===== config.mk =====
export PLATFORM = sky130hd
export DESIGN_NAME = nrf_ctrl
export DESIGN_NICKNAME = d
export VERILOG_FILES = /design/src/hdl/nrf_pkg.sv /design/src/hdl/nrf_ctrl.sv
export SDC_FILE = /design/constraint.sdc
export NUM_CORES = 1
export LEC_CHECK = 0
export ABC_AREA = 1
export ABC_CLOCK_PERIOD_IN_PS = 3000
export BUFFER_PORTS_ARGS = -buffer_cell sky130_fd_sc_hd__buf_4
export CAP_MARGIN = 20
export CORE_AREA = 2 2 39 41
export CTS_BUF_LIST = sky130_fd_sc_hd__clkbuf_4
export CTS_CLUSTER_DIAMETER = 100
export DETAILED_ROUTE_END_ITERATION = 12
export DIE_AREA = 0 0 41 43
export GPL_TIMING_DRIVEN = 0
export RECOVER_POWER = 25
export REMOVE_ABC_BUFFERS = 1
export SETUP_SLACK_MARGIN = 0.15
export SLEW_MARGIN = 5
export SYNTH_ARGS = -nofsm -noshare
export SYNTH_HDL_FRONTEND = slang
export SYNTH_SLANG_ARGS = --single-unit

===== constraint.sdc =====
create_clock -name clock -period 3 [get_ports clock]
set_clock_uncertainty 0.2 [all_clocks]
set_input_delay 0.9 -clock clock [delete_from_list [all_inputs] [get_ports clock]]
set_output_delay 0.9 -clock clock [all_outputs]
set_load 0.005 [all_outputs]

===== src/hdl/nrf_pkg.sv =====
// Shared types and constants for the nonce replay filter.
// No dependencies; used by nrf_ctrl, nrf_datapath and nonce_replay_filter.
`default_nettype none
package nrf_pkg;

   // Register indexes on the configuration port
   localparam logic CSR_ENTRY_LIMIT = 1'b0;
   localparam logic CSR_LIFETIME    = 1'b1;

   localparam logic [8:0]  LIMIT_RESET    = 9'd256;
   localparam logic [63:0] LIFETIME_RESET = 64'd1;

   typedef enum logic [2:0] {
      ST_IDLE,
      ST_CHECK,
      ST_EVICT_CMP,
      ST_EVICT_RD,
      ST_SCAN_RD,
      ST_SCAN_CMP,
      ST_FINISH
   } state_type;

   // Commands from the controller to the datapath
   typedef struct packed {
      logic capture;
      logic record_tick;
      logic rd_scan;
      logic pop;
      logic scan_init;
      logic scan_adv;
      logic insert;
      logic load_rsp;
   } cmd_type;

   // Status from the datapath to the controller
   typedef struct packed {
      logic time_ok;
      logic evict_hit;
      logic scan_done;
      logic scan_match;
      logic room;
      logic rsp_free;
   } status_type;

endpackage
`default_nettype wire


===== src/hdl/nrf_ctrl.sv =====
// Controller state machine for the nonce replay filter.
// Depends on nrf_pkg; drives commands to nrf_datapath.
`default_nettype none
module nrf_ctrl (
   input  wire logic               clock,
   input  wire logic               reset,
   input  wire logic               req_valid,
   output logic                    req_stall,
   input  wire nrf_pkg::status_type status,
   output nrf_pkg::cmd_type        cmd
);

   nrf_pkg::state_type state_ff, state_in;

   // Hold the state
   always_ff @(posedge clock) begin
      if (reset) begin
         state_ff <= nrf_pkg::ST_IDLE;
      end else begin
         state_ff <= state_in;
      end
   end

   // Next state
   always_comb begin
      state_in = state_ff;
      unique case (state_ff)
         nrf_pkg::ST_IDLE: begin
            if (req_valid) state_in = nrf_pkg::ST_CHECK;
         end
         nrf_pkg::ST_CHECK: begin
            state_in = status.time_ok ? nrf_pkg::ST_EVICT_CMP : nrf_pkg::ST_FINISH;
         end
         nrf_pkg::ST_EVICT_CMP: begin
            state_in = status.evict_hit ? nrf_pkg::ST_EVICT_RD : nrf_pkg::ST_SCAN_RD;
         end
         nrf_pkg::ST_EVICT_RD: begin
            state_in = nrf_pkg::ST_EVICT_CMP;
         end
         nrf_pkg::ST_SCAN_RD: begin
            state_in = status.scan_done ? nrf_pkg::ST_FINISH : nrf_pkg::ST_SCAN_CMP;
         end
         nrf_pkg::ST_SCAN_CMP: begin
            state_in = status.scan_match ? nrf_pkg::ST_FINISH : nrf_pkg::ST_SCAN_RD;
         end
         nrf_pkg::ST_FINISH: begin
            if (status.rsp_free) state_in = nrf_pkg::ST_IDLE;
         end
         default: state_in = nrf_pkg::ST_IDLE;
      endcase
   end

   // Outputs
   always_comb begin
      cmd       = '0;
      req_stall = 1'b1;
      unique case (state_ff)
         nrf_pkg::ST_IDLE: begin
            req_stall   = 1'b0;
            cmd.capture = req_valid;
         end
         nrf_pkg::ST_CHECK: begin
            cmd.record_tick = status.time_ok;
         end
         nrf_pkg::ST_EVICT_CMP: begin
            cmd.pop       = status.evict_hit;
            cmd.scan_init = !status.evict_hit;
         end
         nrf_pkg::ST_EVICT_RD: begin
         end
         nrf_pkg::ST_SCAN_RD: begin
            cmd.rd_scan = !status.scan_done;
            cmd.insert  = status.scan_done && status.room;
         end
         nrf_pkg::ST_SCAN_CMP: begin
            cmd.scan_adv = !status.scan_match;
         end
         nrf_pkg::ST_FINISH: begin
            cmd.load_rsp = status.rsp_free;
         end
         default: begin
         end
      endcase
   end

endmodule
`default_nettype wire


==> results of run 1 <==
## power by group
part,internal (mW),switching (mW),leakage [nW],total (mW)
clock network,0.0590,0.0237,0.0184,0.0827
logic,0.0902,0.0955,0.234,0.186
registers,0.0561,0.0357,0.0247,0.0918
total,0.205,0.155,0.277,0.360
## routing by layer
| layer | wire, um | part of all wire (%) | GRT usage (%) | vias up |
|---|---|---|---|---|
| li1 | - | - | - | 183 |
| met1 | 266 | 39 | 10.3 | 146 |
| met2 | 337 | 49 | 14.7 | 15 |
| met3 | 69 | 10 | 3.66 | 2 |
| met4 | 12 | 1.7 | 8.00 | 0 |
| met5 | 0 | 0 | 0 | - |
## final timing paths
| check | cells after the start | start | to |
|---|---|---|---|
| worst max-delay path | 3 | status[2] | cmd[2] |
| worst min-delay path | 2 | state_ff[2] | state_ff[1] |
| worst max register to register | 4 | state_ff[0] | state_ff[2] |
| worst min register to register | 2 | state_ff[2] | state_ff[1] |
## through the flow
| stage | std cells | hold slack (ps) |
|---|---|---|
| 6_report | 81 | 447 |
| 5_1_grt | 81 | 515 |
| 4_1_cts | 81 | 464 |
| 3_5_place_dp | 77 | 458 |
| 3_3_place_gp | 77 | 445 |
| 2_1_floorplan | 44 | 392 |
## Yosys cell counts, drive strengths merged
master  number
nand3        6
nand2        6
dfxtp        3
a21oi        1
nor4         1
nand4        5
a21boi       1
buf          1
nor3         2
inv         13
nor2         6
## cells by family after synthesis
kind of cell	after synthesis	share of synthesized area, %
AO/OA/AOI/OAI	2	4.37
AND/OR/NAND/NOR	26	53.7
buffers and inverters	14	21.0
flip-flops	3	21.0
## critical path: cells and delay by family
family	cells	cell delay (ps)
buffers and inverters	2	270
and+or+nand+nor	1	260
## cell type report
type                    count  area [um2]
repair buffers             17         128
well taps                  16        20.0
clock buffers               4        30.0
multi-input cells          28         166
inverters                  13        48.8
fillers                   156         931
flip-flops and latches      3        60.1
==> flow_metrics.env, run 1 <==
export IMPL_outcome="completed"
export IMPL_post_cts_buffers=0
export IMPL_die_w_um=41
export IMPL_clock_fmax_mhz=395
export IMPL_cts_sinks=3
export IMPL_io_pins=18
export IMPL_ys_seq_elements=3
export IMPL_dieArea_um2=1760
export IMPL_worst_pin_slew_ps=318
export IMPL_firstDrtPassIters=4
export IMPL_critical_path_class="in2out"
export IMPL_grt_max_degree=9
export IMPL_syn_area_um2=287
export IMPL_cts_htree_levels=1
export IMPL_drt_iter0_markers=3
export IMPL_path_common_cell="buf_4"
export IMPL_ir_drop_mv=0.411
export IMPL_largest_register_ffs=3
export IMPL_numCtsBuffers=3
export IMPL_holdBufCountCts=0
export IMPL_grt_overflow=0
export IMPL_antenna_found_initial=0
export IMPL_mostFrequentLayoutCells="16 x buf_4, 11 x inv_1, 5 x nor2_1, 5 x nand2_1, 5 x clkbuf_4"
export IMPL_netlist_instances=45
export IMPL_yosys_area_top_type="dfxtp_1"
export IMPL_clkSlewWorstSetupHoldPaths_ps=40
export IMPL_dpl_worst_slack_ps=464
export IMPL_gp_congestion=0.763
export IMPL_clock_latency_ps=240
export IMPL_synth_warnings=0
export IMPL_final_core_util_pct=32.7
export IMPL_cts_tree="built"
export IMPL_layout_commonest_cell="buf_4"
export IMPL_start_kind="input pin"
export IMPL_slew_headroom_pct=78.8
export IMPL_finalNetCount=75
export IMPL_p_per_area_nw_per_um2=795
export IMPL_biggestRegsByFlops="state_ff: 3 flops"
export IMPL_largest_register="state_ff"
export IMPL_drive_above_1_share_pct=44.6
export IMPL_hpwl_um=569
export IMPL_cts_buffer_depth=2
export IMPL_wl_um=686
export IMPL_row_count=14
export IMPL_drv_cap=0
export IMPL_root_buffer="clkbuf_4"
export IMPL_crit_required_ps=1900
export IMPL_end_kind="output pin"
export IMPL_slew_viol_final=0
export IMPL_fin_setup_tns_ps=0
export IMPL_start_util_pct=20.7
export IMPL_track_usage_pct=9.84
export IMPL_avgSynthCellArea_um2=6.37
export IMPL_power_mw=0.360
export IMPL_min_path_type="reg2reg"
export IMPL_netlist_top_cells_area="dfxtp_1 21%, inv_1 14%, nand3_2 10%, nand4_1 8.7%, nand2_1 6.6%"
export IMPL_rsz0062_at_grt="no"
export IMPL_p_leak_nw=0.277
export IMPL_timing_final_crit_share_pct=84.3
export IMPL_grt_pass1_wl_mm=1.15
export IMPL_critical_path_cell_chain="buf_4 -> nor4_1 -> buf_4"
export IMPL_setup_violations=0
export IMPL_diodes=0
export IMPL_yosysTopAreaCellShare_pct=21.0
export IMPL_core_area_um2=1380
export IMPL_vias_per_cell=4.27
export IMPL_crit_arrival_ps=1430
export IMPL_slowest_delay_ps=260
export IMPL_via_count=346
export IMPL_detail_route_antenna_nets=0
export IMPL_cpMaxStageDelayCell="nor4_1"
export IMPL_place_area_um2=423
export IMPL_hold_violations=0
export IMPL_synth_yosys_seq_area_share_pct=21.0
export IMPL_grt_pass1_vias=312
export IMPL_fin_area_um2=453
export IMPL_drc=0
export IMPL_reg2reg_slack_ps=1720
export IMPL_setup_ws_ps=471
export IMPL_area_growth_pct=58.1
export IMPL_synth_cell_types=16
export IMPL_routedWlPerCell_um=8.47
export IMPL_path_max_fanout=2
export IMPL_portBuffers=17
export IMPL_die_h_um=43
export IMPL_period_needed_ps=2530
export IMPL_cts_resized=0
No activity file was read; power rests on OpenSTA's default activity.
==> run 2: changes to the inputs <==
--- a/config.mk
+++ b/config.mk
@@ -6,7 +6,7 @@
 export NUM_CORES = 1
 export LEC_CHECK = 0
 export ABC_AREA = 1
-export ABC_CLOCK_PERIOD_IN_PS = 3000
+export ABC_CLOCK_PERIOD_IN_PS = 2050
 export BUFFER_PORTS_ARGS = -buffer_cell sky130_fd_sc_hd__buf_4
 export CAP_MARGIN = 20
 export CORE_AREA = 2 2 39 41
==> constraint.sdc (replaced) <==
create_clock -name clock -period 2.05 [get_ports clock]
set_clock_uncertainty 0.2 [all_clocks]
set_input_delay 0.615 -clock clock [delete_from_list [all_inputs] [get_ports clock]]
set_output_delay 0.615 -clock clock [all_outputs]
set_load 0.005 [all_outputs]
==> run 2 against run 1 <==
Register-to-register slack got worse by 850 ps. Via count is 0.87% higher. Combinational power up 51%. Clock power increased by 45%. Routed wire length shrank 0.58%. Sequential share of layout area up 1.7 points. Largest cell class unchanged. Highest routed layer unchanged.
==> flow_metrics.env, run 2 (same netlist as run 1, synthesis figures left out) <==
export IMPL_outcome="completed"
export IMPL_dpl_worst_slack_ps=83.5
export IMPL_p_int_mw=0.320
export IMPL_switching_power_mw=0.234
export IMPL_start_kind="flop"
export IMPL_clock_fmax_mhz=534
export IMPL_min_path_type="in2reg"
export IMPL_ir_drop_mv=0.634
export IMPL_worst_pin_slew_ps=186
export IMPL_drive_above_1_share_pct=53.8
export IMPL_vias_per_cell=4.31
export IMPL_p_leak_nw=0.278
export IMPL_final_core_util_pct=34.5
export IMPL_routedWlPerCell_um=8.42
export IMPL_wl_um=682
export IMPL_cts_sinks=3
export IMPL_clkSlewWorstSetupHoldPaths_ps=40
export IMPL_die_h_um=43
export IMPL_largest_register="state_ff"
export IMPL_crit_required_ps=1230
export IMPL_holdWs_ps=339
export IMPL_netSwitchingFraction_pct=42.3
export IMPL_row_count=14
export IMPL_grt_pass1_vias=312
export IMPL_io_pins=18
export IMPL_path_max_fanout=6
export IMPL_critical_path_cell_chain="inv_2 -> nor4_2 -> buf_4"
export IMPL_setup_violations=0
export IMPL_setup_ws_ps=176
export IMPL_fin_setup_tns_ps=0
export IMPL_grt_max_degree=9
export IMPL_grt_pass1_wl_mm=1.15
export IMPL_slew_viol_final=0
export IMPL_start_util_pct=20.7
export IMPL_finalNetCount=75
export IMPL_slowest_delay_ps=380
export IMPL_cts_buffer_depth=2
export IMPL_portBuffers=17
export IMPL_layout_commonest_cell="buf_4"
export IMPL_post_cts_buffers=0
export IMPL_dieArea_um2=1760
export IMPL_place_area_um2=423
export IMPL_drc=0
export IMPL_via_count=349
export IMPL_cpMaxStageDelayCell="dfxtp_4"
export IMPL_period_needed_ps=1870
export IMPL_track_usage_pct=9.84
export IMPL_detail_route_antenna_nets=0
export IMPL_die_w_um=41
export IMPL_drv_cap=0
export IMPL_cts_tree="built"
export IMPL_p_per_area_nw_per_um2=1160
export IMPL_hold_violations=0
export IMPL_timing_final_crit_share_pct=91.4
export IMPL_pwr_share_comb_pct=50.7
export IMPL_core_area_um2=1380
export IMPL_biggestRegsByFlops="state_ff: 3 flops"
export IMPL_critical_path_class="reg2out"
export IMPL_holdBufCountCts=0
export IMPL_end_kind="output pin"
export IMPL_seqPwrFrac_pct=27.6
export IMPL_area_growth_pct=66.8
export IMPL_clock_power_share_pct=21.7
export IMPL_diodes=0
export IMPL_root_buffer="clkbuf_4"
export IMPL_slew_headroom_pct=87.5
export IMPL_antenna_found_initial=0
export IMPL_rsz0062_at_grt="yes"
export IMPL_firstDrtPassIters=2
export IMPL_largest_register_ffs=3
export IMPL_hpwl_um=569
export IMPL_clock_latency_ps=240
export IMPL_numCtsBuffers=3
export IMPL_gp_congestion=0.763
export IMPL_grt_overflow=0
export IMPL_mostFrequentLayoutCells="16 x buf_4, 10 x inv_1, 5 x nand2_1, 5 x clkbuf_4"
export IMPL_cts_htree_levels=1
export IMPL_fin_area_um2=478
export IMPL_drt_iter0_markers=3
export IMPL_crit_arrival_ps=1060
==> run 2: path summary, 6_finish.rpt <==
kind                            cells after the start  slack [ps]          end        start
worst max register to register                      4         870  state_ff[2]  state_ff[0]
worst max-delay path                                3         180       cmd[2]  state_ff[0]
worst min register to register                      2         410  state_ff[1]  state_ff[1]
worst min-delay path                                2         340  state_ff[1]        reset
==> run 2: through the flow <==
| stage | power (mW) | std cells |
|---|---|---|
| 2_1_floorplan | 0.302 | 44 |
| 3_3_place_gp | 0.412 | 77 |
| 3_5_place_dp | 0.414 | 77 |
| 4_1_cts | 0.548 | 81 |
| 5_1_grt | 0.599 | 81 |
| 6_report | 0.554 | 81 |
==> run 2: cell type report <==
type,instances,area [um2]
flip-flops and latches,3,71.3
fillers,152,906
clock buffers,4,30.0
inverters,13,53.8
repair buffers,17,128
well taps,16,20.0
multi-input cells,28,175
==> run 2: repair_timing <==
item                       in CTS  in global routing
setup endpoints to repair       8                  7
resized for setup               4                  7
pin swaps                       0                  2
gates cloned                    0                  0
==> run 2: layer usage <==
metal  track usage (%)  vias up  wire, um
met5                 0        -         0
met4              8.00        0        12
met3              3.66        2        55
met2              14.7       11       337
met1              10.3      149       277
li1                  -      187         -
==> run 2: critical path: cells and delay by family (launching register included) <==
family                 cells  cell delay, ps
flip-flops                 1             380
buffers and inverters      2             220
AND/OR/NAND/NOR            1             230
==> run 2: power by group through the flow <==
stage	registers, mW	clock network [mW]	logic (mW)
finish	0.153	0.120	0.281
global route	0.160	0.129	0.309
CTS	0.142	0.126	0.280
detailed placement	0.136	0	0.277
global placement	0.136	0	0.276
floorplan	0.126	0	0.177
